File: src/hdl/ypr_pkg.sv
// shared constants, types and register codes for the yuv pair to rgb565 writer
`default_nettype none

package ypr_pkg;

    // frame geometry limit
    localparam int MAX_DIM = 4096;

    // fixed field widths
    localparam int CFG_W  = 13;
    localparam int BYTE_W = 8;
    localparam int PIX_W  = 16;
    localparam int OFS_W  = 25;
    localparam int IDX_W  = 2;

    // widths that follow from the geometry limit
    localparam int DIM_W  = $clog2(MAX_DIM) + 1;
    localparam int CMP_W  = (CFG_W > DIM_W) ? CFG_W : DIM_W;
    localparam int COL_W  = (MAX_DIM > 2) ? $clog2(MAX_DIM / 2) : 1;
    localparam int PAIR_W = COL_W + 1;
    localparam int ROW_W  = DIM_W - 1;

    // arithmetic widths of the color conversion
    localparam int YW_W  = 19;
    localparam int SUM_W = 21;
    localparam int CLIP_W = 18;

    // bt.601 fixed-point weights
    localparam logic [10:0] W_Y = 11'd1192;
    localparam logic signed [SUM_W-1:0] W_VR = SUM_W'(1634);
    localparam logic signed [SUM_W-1:0] W_VG = SUM_W'(833);
    localparam logic signed [SUM_W-1:0] W_UG = SUM_W'(400);
    localparam logic signed [SUM_W-1:0] W_UB = SUM_W'(2066);
    localparam logic [BYTE_W-1:0] LUMA_BLACK = 8'd16;
    localparam logic signed [BYTE_W:0] CHROMA_MID = 9'sd128;

    // register reset values
    localparam logic [CFG_W-1:0] FRAME_WIDTH_RST  = CFG_W'(640);
    localparam logic [CFG_W-1:0] FRAME_HEIGHT_RST = CFG_W'(480);
    localparam logic [CFG_W-1:0] LINE_STRIDE_RST  = CFG_W'(640);

    // limits compared at the common width
    localparam logic [CMP_W-1:0] DIM_MAX_C = CMP_W'(MAX_DIM);
    localparam logic [CMP_W-1:0] WIDTH_MIN_C = CMP_W'(2);
    localparam logic [CMP_W-1:0] HEIGHT_MIN_C = CMP_W'(1);

    typedef enum logic [IDX_W-1:0] {
        REG_FRAME_WIDTH  = 2'd0,
        REG_FRAME_HEIGHT = 2'd1,
        REG_LINE_STRIDE  = 2'd2
    } ypr_reg_t;

    // effective frame geometry after saturation
    typedef struct packed {
        logic [PAIR_W-1:0] pairs;
        logic [DIM_W-1:0]  rows;
        logic [DIM_W-1:0]  stride;
    } ypr_geom_t;

    // weighted chroma terms shared by both lanes
    typedef struct packed {
        logic signed [SUM_W-1:0] r_term;
        logic signed [SUM_W-1:0] g_term;
        logic signed [SUM_W-1:0] b_term;
    } ypr_chroma_t;

endpackage

`default_nettype wire

File: src/hdl/ypr_chroma.sv
// chroma weighting stage shared by both pixel lanes
`default_nettype none

module ypr_chroma (
    input  wire logic                          aclk,
    input  wire logic                          en,
    input  wire logic [ypr_pkg::BYTE_W-1:0]    chroma_blue,
    input  wire logic [ypr_pkg::BYTE_W-1:0]    chroma_red,
    output      ypr_pkg::ypr_chroma_t          terms
);

    logic signed [ypr_pkg::BYTE_W:0]  u_s;
    logic signed [ypr_pkg::BYTE_W:0]  v_s;
    logic signed [ypr_pkg::SUM_W-1:0] u_w;
    logic signed [ypr_pkg::SUM_W-1:0] v_w;
    ypr_pkg::ypr_chroma_t terms_reg;
    ypr_pkg::ypr_chroma_t terms_next;

    always_comb begin
        u_s = $signed({1'b0, chroma_blue}) - ypr_pkg::CHROMA_MID;
        v_s = $signed({1'b0, chroma_red}) - ypr_pkg::CHROMA_MID;
        u_w = ypr_pkg::SUM_W'(u_s);
        v_w = ypr_pkg::SUM_W'(v_s);
        terms_next.r_term = v_w * ypr_pkg::W_VR;
        terms_next.g_term = -(v_w * ypr_pkg::W_VG) - (u_w * ypr_pkg::W_UG);
        terms_next.b_term = u_w * ypr_pkg::W_UB;
    end

    always_ff @(posedge aclk) begin
        if (en) begin
            terms_reg <= terms_next;
        end
    end

    assign terms = terms_reg;

endmodule

`default_nettype wire

File: src/hdl/ypr_lane.sv
// one pixel lane: luma weighting, channel sums, clamp and rgb565 packing
`default_nettype none

module ypr_lane (
    input  wire logic                          aclk,
    input  wire logic                          en,
    input  wire logic [ypr_pkg::BYTE_W-1:0]    luma,
    input  wire ypr_pkg::ypr_chroma_t          terms,
    output      logic [ypr_pkg::PIX_W-1:0]     pixel
);

    logic [ypr_pkg::BYTE_W-1:0]   luma_adj;
    logic [ypr_pkg::YW_W-1:0]     yw_reg;
    logic [ypr_pkg::YW_W-1:0]     yw_next;
    logic signed [ypr_pkg::SUM_W-1:0] yw_s;
    logic signed [ypr_pkg::SUM_W-1:0] r_sum;
    logic signed [ypr_pkg::SUM_W-1:0] g_sum;
    logic signed [ypr_pkg::SUM_W-1:0] b_sum;
    logic [ypr_pkg::CLIP_W-1:0]   r_clip;
    logic [ypr_pkg::CLIP_W-1:0]   g_clip;
    logic [ypr_pkg::CLIP_W-1:0]   b_clip;

    // clamp to 0 .. 2^18-1
    function automatic logic [ypr_pkg::CLIP_W-1:0] clip(
        input logic signed [ypr_pkg::SUM_W-1:0] sum
    );
        logic [ypr_pkg::CLIP_W-1:0] res;
        if (sum[ypr_pkg::SUM_W-1]) begin
            res = '0;
        end else if (|sum[ypr_pkg::SUM_W-2:ypr_pkg::CLIP_W]) begin
            res = '1;
        end else begin
            res = sum[ypr_pkg::CLIP_W-1:0];
        end
        return res;
    endfunction

    always_comb begin
        luma_adj = (luma < ypr_pkg::LUMA_BLACK) ? '0 : luma - ypr_pkg::LUMA_BLACK;
        yw_next  = ypr_pkg::YW_W'(luma_adj * ypr_pkg::W_Y);
    end

    always_ff @(posedge aclk) begin
        if (en) begin
            yw_reg <= yw_next;
        end
    end

    always_comb begin
        yw_s   = $signed({{(ypr_pkg::SUM_W - ypr_pkg::YW_W){1'b0}}, yw_reg});
        r_sum  = yw_s + terms.r_term;
        g_sum  = yw_s + terms.g_term;
        b_sum  = yw_s + terms.b_term;
        r_clip = clip(r_sum);
        g_clip = clip(g_sum);
        b_clip = clip(b_sum);
        pixel  = {r_clip[17:13], g_clip[17:12], b_clip[17:13]};
    end

endmodule

`default_nettype wire

File: src/hdl/ypr_addr.sv
// column and row counters giving the destination offset and end of frame
`default_nettype none

module ypr_addr (
    input  wire logic                          aclk,
    input  wire logic                          aresetn,
    input  wire logic                          step,
    input  wire ypr_pkg::ypr_geom_t            geom,
    output      logic [ypr_pkg::OFS_W-1:0]     offset,
    output      logic                          last
);

    logic [ypr_pkg::COL_W-1:0]  col_reg;
    logic [ypr_pkg::COL_W-1:0]  col_next;
    logic [ypr_pkg::ROW_W-1:0]  row_reg;
    logic [ypr_pkg::ROW_W-1:0]  row_next;
    logic [ypr_pkg::OFS_W-1:0]  base_reg;
    logic [ypr_pkg::OFS_W-1:0]  base_next;
    logic [ypr_pkg::PAIR_W-1:0] col_inc;
    logic [ypr_pkg::DIM_W-1:0]  row_inc;
    logic                       row_end;

    always_comb begin
        col_inc = {1'b0, col_reg} + ypr_pkg::PAIR_W'(1);
        row_inc = {1'b0, row_reg} + ypr_pkg::DIM_W'(1);
        row_end = col_inc >= geom.pairs;
        last    = row_end && (row_inc >= geom.rows);
        offset  = base_reg + ypr_pkg::OFS_W'({col_reg, 2'b00});

        col_next  = col_reg;
        row_next  = row_reg;
        base_next = base_reg;
        if (step) begin
            if (last) begin
                col_next  = '0;
                row_next  = '0;
                base_next = '0;
            end else if (row_end) begin
                col_next  = '0;
                row_next  = row_inc[ypr_pkg::ROW_W-1:0];
                base_next = base_reg + ypr_pkg::OFS_W'({geom.stride, 1'b0});
            end else begin
                col_next  = col_inc[ypr_pkg::COL_W-1:0];
            end
        end
    end

    always_ff @(posedge aclk) begin
        if (!aresetn) begin
            col_reg  <= '0;
            row_reg  <= '0;
            base_reg <= '0;
        end else begin
            col_reg  <= col_next;
            row_reg  <= row_next;
            base_reg <= base_next;
        end
    end

endmodule

`default_nettype wire

File: src/hdl/yuv_pair_to_rgb565_writer.sv
// top level: yuv 4:2:x pixel pair to two rgb565 pixels with destination offset
//
//  channel   dir  handshake             payload
//  s_        in   s_tvalid / s_tready   s_tdata: luma_first, luma_second, chroma_blue,
//                                       chroma_red
//  m_        out  m_tvalid / m_tready   m_tdata: pixel_first, pixel_second, dest_offset;
//                                       m_tlast: frame_last
//  cfg_      in   cfg_valid / cfg_ready cfg_index, cfg_data (always ready)
//
// one beat in per clock, one beat out per clock when m_tready stays high
// the pipe registers the weighting products, then the sums, clamp and packing
// into the output register
// a stalled output holds the whole pipe; s_tready follows the output register
// aresetn clears the counters and valid flags and loads the default geometry
`default_nettype none

module yuv_pair_to_rgb565_writer (
    input  wire logic        aclk,
    input  wire logic        aresetn,

    input  wire logic        s_tvalid,
    output      logic        s_tready,
    // [7:0] luma_first, [15:8] luma_second, [23:16] chroma_blue, [31:24] chroma_red
    input  wire logic [31:0] s_tdata,

    output      logic        m_tvalid,
    input  wire logic        m_tready,
    // [15:0] pixel_first, [31:16] pixel_second, [56:32] dest_offset, [63:57] zero
    output      logic [63:0] m_tdata,
    output      logic        m_tlast,

    input  wire logic        cfg_valid,
    output      logic        cfg_ready,
    input  wire logic [ypr_pkg::IDX_W-1:0] cfg_index,
    input  wire logic [ypr_pkg::CFG_W-1:0] cfg_data
);

    // geometry registers
    logic [ypr_pkg::CFG_W-1:0] width_reg;
    logic [ypr_pkg::CFG_W-1:0] height_reg;
    logic [ypr_pkg::CFG_W-1:0] stride_reg;

    // saturated geometry
    logic [ypr_pkg::CMP_W-1:0] width_c;
    logic [ypr_pkg::CMP_W-1:0] height_c;
    logic [ypr_pkg::CMP_W-1:0] stride_c;
    logic [ypr_pkg::CMP_W-1:0] width_eff;
    logic [ypr_pkg::CMP_W-1:0] height_eff;
    logic [ypr_pkg::CMP_W-1:0] stride_sat;
    logic [ypr_pkg::CMP_W-1:0] stride_eff;
    ypr_pkg::ypr_geom_t        geom;

    // pipe control
    logic advance;
    logic accept;
    logic st1_valid_reg;
    logic st1_valid_next;
    logic m_valid_reg;
    logic m_valid_next;

    // stage one side data
    logic [ypr_pkg::OFS_W-1:0] offset_cur;
    logic                      last_cur;
    logic [ypr_pkg::OFS_W-1:0] st1_offset_reg;
    logic                      st1_last_reg;

    // lane results and output register
    ypr_pkg::ypr_chroma_t      terms;
    logic [ypr_pkg::PIX_W-1:0] pix_first;
    logic [ypr_pkg::PIX_W-1:0] pix_second;
    logic [ypr_pkg::PIX_W-1:0] out_first_reg;
    logic [ypr_pkg::PIX_W-1:0] out_second_reg;
    logic [ypr_pkg::OFS_W-1:0] out_offset_reg;
    logic                      out_last_reg;

    // configuration writes are taken at once
    assign cfg_ready = 1'b1;

    always_ff @(posedge aclk) begin
        if (!aresetn) begin
            width_reg  <= ypr_pkg::FRAME_WIDTH_RST;
            height_reg <= ypr_pkg::FRAME_HEIGHT_RST;
            stride_reg <= ypr_pkg::LINE_STRIDE_RST;
        end else if (cfg_valid) begin
            case (cfg_index)
                ypr_pkg::REG_FRAME_WIDTH: begin
                    width_reg <= cfg_data;
                end
                ypr_pkg::REG_FRAME_HEIGHT: begin
                    height_reg <= cfg_data;
                end
                ypr_pkg::REG_LINE_STRIDE: begin
                    stride_reg <= cfg_data;
                end
                default: begin
                    // unmapped index, write dropped
                end
            endcase
        end
    end

    // saturate width, height and stride to the legal range, and the stride to at least the width
    always_comb begin
        width_c  = ypr_pkg::CMP_W'(width_reg);
        height_c = ypr_pkg::CMP_W'(height_reg);
        stride_c = ypr_pkg::CMP_W'(stride_reg);

        if (width_c > ypr_pkg::DIM_MAX_C) begin
            width_eff = ypr_pkg::DIM_MAX_C;
        end else if (width_c < ypr_pkg::WIDTH_MIN_C) begin
            width_eff = ypr_pkg::WIDTH_MIN_C;
        end else begin
            width_eff = width_c;
        end

        if (height_c > ypr_pkg::DIM_MAX_C) begin
            height_eff = ypr_pkg::DIM_MAX_C;
        end else if (height_c < ypr_pkg::HEIGHT_MIN_C) begin
            height_eff = ypr_pkg::HEIGHT_MIN_C;
        end else begin
            height_eff = height_c;
        end

        stride_sat = (stride_c > ypr_pkg::DIM_MAX_C) ? ypr_pkg::DIM_MAX_C : stride_c;
        stride_eff = (stride_sat < width_eff) ? width_eff : stride_sat;

        geom.pairs  = ypr_pkg::PAIR_W'(width_eff >> 1);
        geom.rows   = ypr_pkg::DIM_W'(height_eff);
        geom.stride = ypr_pkg::DIM_W'(stride_eff);
    end

    // the whole pipe moves when the output register is free or being drained
    assign advance  = !m_valid_reg || m_tready;
    assign s_tready = advance;
    assign accept   = s_tvalid && advance;

    always_comb begin
        st1_valid_next = st1_valid_reg;
        m_valid_next   = m_valid_reg;
        if (advance) begin
            st1_valid_next = s_tvalid;
            m_valid_next   = st1_valid_reg;
        end
    end

    always_ff @(posedge aclk) begin
        if (!aresetn) begin
            st1_valid_reg <= 1'b0;
            m_valid_reg   <= 1'b0;
        end else begin
            st1_valid_reg <= st1_valid_next;
            m_valid_reg   <= m_valid_next;
        end
    end

    // counters step on every accepted beat
    ypr_addr u_addr (
        .aclk    (aclk),
        .aresetn (aresetn),
        .step    (accept),
        .geom    (geom),
        .offset  (offset_cur),
        .last    (last_cur)
    );

    always_ff @(posedge aclk) begin
        if (advance) begin
            st1_offset_reg <= offset_cur;
            st1_last_reg   <= last_cur;
        end
    end

    // shared chroma products
    ypr_chroma u_chroma (
        .aclk        (aclk),
        .en          (advance),
        .chroma_blue (s_tdata[23:16]),
        .chroma_red  (s_tdata[31:24]),
        .terms       (terms)
    );

    // left and right pixel lanes
    ypr_lane u_lane_first (
        .aclk  (aclk),
        .en    (advance),
        .luma  (s_tdata[7:0]),
        .terms (terms),
        .pixel (pix_first)
    );

    ypr_lane u_lane_second (
        .aclk  (aclk),
        .en    (advance),
        .luma  (s_tdata[15:8]),
        .terms (terms),
        .pixel (pix_second)
    );

    // merge both lanes with the offset into the output register
    always_ff @(posedge aclk) begin
        if (advance) begin
            out_first_reg  <= pix_first;
            out_second_reg <= pix_second;
            out_offset_reg <= st1_offset_reg;
            out_last_reg   <= st1_last_reg;
        end
    end

    assign m_tvalid = m_valid_reg;
    assign m_tlast  = out_last_reg;
    assign m_tdata  = {7'b0, out_offset_reg, out_second_reg, out_first_reg};

endmodule

`default_nettype wire
File: config.mk
export PLATFORM = sky130hd
export DESIGN_NAME = yuv_pair_to_rgb565_writer
export DESIGN_NICKNAME = d
export VERILOG_FILES = /design/src/hdl/ypr_pkg.sv /design/src/hdl/ypr_chroma.sv /design/src/hdl/ypr_lane.sv /design/src/hdl/ypr_addr.sv /design/src/hdl/yuv_pair_to_rgb565_writer.sv
export SDC_FILE = /design/constraint.sdc
export NUM_CORES = 1
export LEC_CHECK = 0
export ABC_AREA = 1
export BUFFER_PORTS_ARGS = -buffer_cell sky130_fd_sc_hd__buf_2
export CORE_UTILIZATION = 58
export DETAILED_ROUTE_END_ITERATION = 8
export PLACE_DENSITY_LB_ADDON = 0.1
export SYNTH_ARGS = -nofsm -noshare
export SYNTH_HDL_FRONTEND = slang
export SYNTH_SLANG_ARGS = --single-unit
File: constraint.sdc
create_clock -name aclk -period 5.7 [get_ports aclk]
set_input_delay 1.14 -clock aclk [delete_from_list [all_inputs] [get_ports aclk]]
set_output_delay 1.14 -clock aclk [all_outputs]
set_load 0.01 [all_outputs]
### After elaboration in Yosys (flattened, before gate mapping)

Index checks and enable logic that the tools add are counted.

| storage, ports and cells | value |
|---|---|
| input bits | 52 |
| register bits | 266 |
| output and inout bits | 68 |

| cells by class | value |
|---|---|
| multiply operators | 6 |
| add/subtract/negate cells | 16 |
| reduce and logical (&&, ||, !) cells | 16 |
| muxes and demuxes | 20 |
| magnitude comparators | 10 |
| equal/unequal tests | 2 |

Operators with widths:

| operator | count |
|---|---|
| 20-bit by 21-bit adder with 21-bit output | 6 |
| 18-bit two-way mux | 6 |
| 13-bit two-way mux | 6 |
| 25-bit two-way mux | 2 |
| 9-bit by 11-bit multiplier with 20-bit output, second input constant | 2 |
| 13-bit greater-than comparator, second input constant | 3 |
| 8-bit by 8-bit multiplier with 16-bit output, second input constant | 2 |
| 25-bit by 13-bit adder with 25-bit output | 1 |
| 25-bit by 14-bit adder with 25-bit output | 1 |
| 12-bit two-way mux | 2 |
| 11-bit two-way mux | 2 |
| 21-bit negator | 1 |
| 21-bit subtractor | 1 |
| 9-bit by 12-bit multiplier with 20-bit output, second input constant | 1 |
| 8-bit by 8-bit subtractor with 9-bit output, second input constant | 2 |
| 8-bit by 5-bit < comparator with 1-bit output, second input constant | 2 |
| 8-bit two-way mux | 2 |
| 8-bit by 5-bit subtractor with 8-bit output, second input constant | 2 |
| 9-bit by 6-bit multiplier with 15-bit output, second input constant | 1 |
| 12-bit by 1-bit adder with 13-bit output, second input constant | 1 |
| 13-bit >= comparator | 1 |
| 13-bit by 1-bit < comparator with 1-bit output, second input constant | 1 |
| 13-bit < comparator | 1 |
| 13-bit by 2-bit < comparator with 1-bit output, second input constant | 1 |
| 11 further kinds | 20 |

### Depth between registers and ports, before layout

| depth | value |
|---|---|
| depth after elaboration | 8 |
| mapped depth | 32 |
| depth with buffers taken out | 31 |

### Hierarchy

From an unflattened synthesis, not the netlist that was laid out.

| second synthesis, totals | value |
|---|---|
| cells, all modules | 3419 |
| area, all modules | 25745.9 µm² |

Modules (own cells, without submodules):

| module | area each (µm²) | seq. area each (µm²) | instances | cells each |
|---|---|---|---|---|
| ypr_lane | 4339.2 | 480.5 | 2 | 699 |
| ypr_chroma | 7554.7 | 1801.7 | 1 | 832 |
| yuv_pair_to_rgb565_writer | 4942.2 | 3343.2 | 1 | 452 |
| ypr_addr | 4570.6 | 940.9 | 1 | 737 |

### Worst setup path before layout

No wires, ideal clock.

| timing path | value |
|---|---|
| kind | input-to-reg |
| from | input port m_tready |
| to | register u_addr.base_reg[19] (netlist name) |
| cell stages on the path | 9 |
| arrival | 5.889 ns |
| setup time | 0.116 ns |
| buffers on the path | 2 |
| data required time | 5.584 ns |
| setup slack | -0.305 ns |
| cell sequence | nor2_2 -> inv_1 -> nand2_2 -> inv_2 -> nand2_4 -> buf_6 -> buf_8 -> nor3_2 -> nor2_1 |

| between the ends | value |
|---|---|
| word-level cells in the longest chain between the ends | 3 |

Ends and longest elaborated chain:

| element | RTL line | RTL |
|---|---|---|
| start, declared | yuv_pair_to_rgb565_writer.sv:27 | `input wire logic m_tready,` |
| 1-bit logical OR | yuv_pair_to_rgb565_writer.sv:133 | `assign advance = !m_valid_reg \|\| m_tready;` |
| net s_tready | yuv_pair_to_rgb565_writer.sv:22 | `output logic s_tready,` |
| 1-bit logical AND | yuv_pair_to_rgb565_writer.sv:135 | `assign accept = s_tvalid && advance;` |
| 2-bit AND reduction (no source line) | - |  |
| end signal, assigned | ypr_addr.sv:56 | `base_reg <= base_next;` |
| end, declared | ypr_addr.sv:17 | `logic [ypr_pkg::OFS_W-1:0] base_reg;` |

The timed path passes the listed nets, and every way through them passes these cells.
A chain may end at the register's enable or synchronous reset.

==> qor.csv <==
stage;metric;value;unit
status;status;finished clean;
yosys;synth-simple-area-share;23.5;%
floorplanning;rows;75;
clocking;clock_path_buffers;3;
yosys;synth_fa_ha_area_share;25.7;%
yosys;synth_area_per_cell;7.63;µm²
yosys;synthTopCellsByArea;ha_1 (22%), edfxtp_1 (20%), nand2_1 (12%);
critical_path;setup.worst_path.start;s_tdata[31];
timing;rsz0062_at_grt;no;
yosys;synth_edf_count;168;
power_and_ir_drop;ir_worst_vdd;0.306;mV
hold_path;hold_class;flip-flop to flip-flop;
power_and_ir_drop;power.leakage;14.4;nW
timing;finalSetupViolCount;0;
job;drv_cap;0;
yosys;synth_commonest_cells;nand2_1 (804), inv_1 (501), ha_1 (429), nor2_1 (283), a21oi_1 (231);
global_route;grt_pass1_wl;102000;µm
critical_path;path_depth;25;
critical_path;worst_path_largest_cell_delay;0.57;ns
timing;max_freq;186;MHz
place;gp_congestion;0.928;
yosys;synth_seq_area_share;27.6;%
critical_path;crit_family;adder cells;
critical_path;reg2reg_from;width_c[12];
critical_path;cp.arrival;5.70;ns
final_layout;nFillCells;3712;
floorplanning;die_x;208;µm
critical_path;crit_type;input port to flip-flop;
timing;slew_headroom;29.4;%
global_route;grt_overflow;0;
final_layout;nNetsFinal;3922;
critical_path;path_max_fanout;4;
clocking;hold_buffers;0;
global_route;grt_util_all_layers;29.2;%
clocking;cts_sinks;256;
yosys;yosys.area.top_type;ha_1;
clocking;post_cts_resized;0;
timing;clock_skew;0.0226;ns
clocking;postCtsSetupBuffers;0;
place;dp_slack;-0.252;ns
route;final_antenna_net_count;0;
yosys;synth_seq_cells;256;
critical_path;endpoint_kind;flip-flop;
route;drt_pre_antenna_iters;7;
yosys;synthMuxAreaShare;0;%
power_and_ir_drop;p_total;12.8;mW
global_route;grt_pass1_vias;20500;
timing;finalMaxSlewViolations;0;
clocking;root_buffer;clkbuf_16;
critical_path;crit_end;u_chroma.terms[41];
critical_path;timing.rr.end;u_addr.base_reg[21];
final_layout;largest_reg_flops;54;
critical_path;crit_required;6.02;ns
clocking;cts.clk_slew.worst_paths;0.06;ns
yosys;synthArstFlopShare;0;%
floorplanning;initial_core_util;58.7;%
floorplanning;die_h;208;µm
critical_path;crit_slowest_cell;fa_1;
critical_path;startpoint_type;input port;
yosys;yosysTopAreaCellShare;21.8;%
yosys;synthCells;3230;
yosys;syn_area;24600;µm²
yosys;synth.most_common_cell;nand2_1;
final_layout;layout-drive-gt1-share;8.08;%
clocking;clk_latency;0.59;ns
timing;hold_viol_final;0;
yosys;synth_top_family_by_area;adder cells;
yosys;yosysWarnings;0;
clocking;htree_levels;1;
critical_path;rrSetupSlack;0.58;ns
global_route;antenna_found_initial;0;
final_layout;areaGrowthSynthToFinish;10.1;%
timing;hold_slack;0.412;ns
route;viasPerCell;5.40;
timing;worstMarginPinSlew;1.06;ns
route;routed_wl;62900;µm
floorplanning;dieArea;43300;µm²
timing;fin_crit;5.37;ns
final_layout;antenna_cells;0;
yosys;yosys.area_share.xor_xnor;4.50;%
yosys;ys_types;53;
timing;fin_setup_tns;0;ns
critical_path;ff2ff_path_depth;26;
timing;worst_slack;0.326;ns
place;io_buffers;110;
place;hpwl;52700;µm
place;place_area;26200;µm²
final_layout;fin_area;27100;µm²
clocking;cts_tree;done;
global_route;grt_max_degree;85;
yosys;synth_compound_area_share;10.1;%
timing;fin_crit_sh;94.3;%
floorplanning;core-area;41900;µm²
route;wl_per_cell;15.9;µm
floorplanning;ioPinCount;120;
power_and_ir_drop;p_per_area;473;nW/µm²
route;vias;21400;
route;drtIter0Drc;1348;
critical_path;worst-path-buf-inv;4;
route;drc;0;
yosys;synth_ff_type;edfxtp_1;
clocking;cts_buffers;29;
==> worst min path at each step <==
stage / cells past startpoint / startpoint / endpoint
floorplan: 0 / st1_last_reg / m_tlast
global placement: 0 / st1_offset_reg[23] / out_offset_reg[23]
detailed placement: 0 / st1_offset_reg[18] / out_offset_reg[18]
CTS: 0 / st1_offset_reg[18] / out_offset_reg[18]
global route: 0 / st1_offset_reg[7] / out_offset_reg[7]
finish: 0 / st1_offset_reg[18] / out_offset_reg[18]
==> layout by cell type, fill, tap and decap left out, types with 6 or more instances in the layout <==
cell type,n
nand2_1,804
inv_1,499
ha_1,420
nor2_1,283
a21oi_1,231
edfxtp_1,168
nand3_1,163
o21ai_0,118
buf_2,110
dfxtp_1,88
xor2_1,87
buf_4,49
fa_1,48
nor3_1,37
xnor2_1,34
clkbuf_16,29
nand4_1,21
nand3b_1,21
o21bai_1,14
a21o_1,14
nor4_1,13
a211oi_1,11
o21ai_2,11
nand2_2,9
ha_4,9
conb_1,9
nor2_2,8
a21boi_0,8
o21ai_1,7
or2_2,7
o21a_1,6
clkinv_2,6
==> cell type report <==
class | instances | area, µm² | share of cell area, %
Multi-Input combinational cell | 2440 | 15900 | 58.5
Sequential cell | 256 | 6810 | 25.1
Inverter | 507 | 1910 | 7.04
Timing Repair Buffer | 159 | 918 | 3.39
Clock buffer | 37 | 777 | 2.86
Tap cell | 539 | 674 | 2.49
Clock inverter | 17 | 174 | 0.641
==> kinds of logic after synthesis <==
group,count (synthesis)
and+or+nand+nor,1385
other,2
AOI/OAI and AO/OA,445
xor gates and xnor gates,124
adders and majority gates,477
buffers and inverters,541
DFF,256
==> power by group <==
| group | switching (mW) | total, mW | internal, mW |
|---|---|---|---|
| Sequential | 0.504 | 3.14 | 2.64 |
| Combinational | 4.82 | 7.82 | 2.99 |
| Clock | 0.802 | 1.87 | 1.07 |
==> through the flow <==
step | util, % | cells
after detailed placement | 62.4 | 3901
after global placement | 62.4 | 3901
after CTS | 64.7 | 3955
after floorplan | - | 3237
final | 64.7 | 3955
after global routing | 64.7 | 3955
==> per-layer routing <==
layer | vias to the layer above | GRT usage, % | wire length [µm]
met5 | - | 0 | 0
met1 | 9789 | 41.3 | 30500
met3 | 75 | 3.40 | 3220
met2 | 538 | 48.0 | 28100
met4 | 0 | 6.13 | 1040
li1 | 11000 | - | -
(Power assumes the default switching activity.)
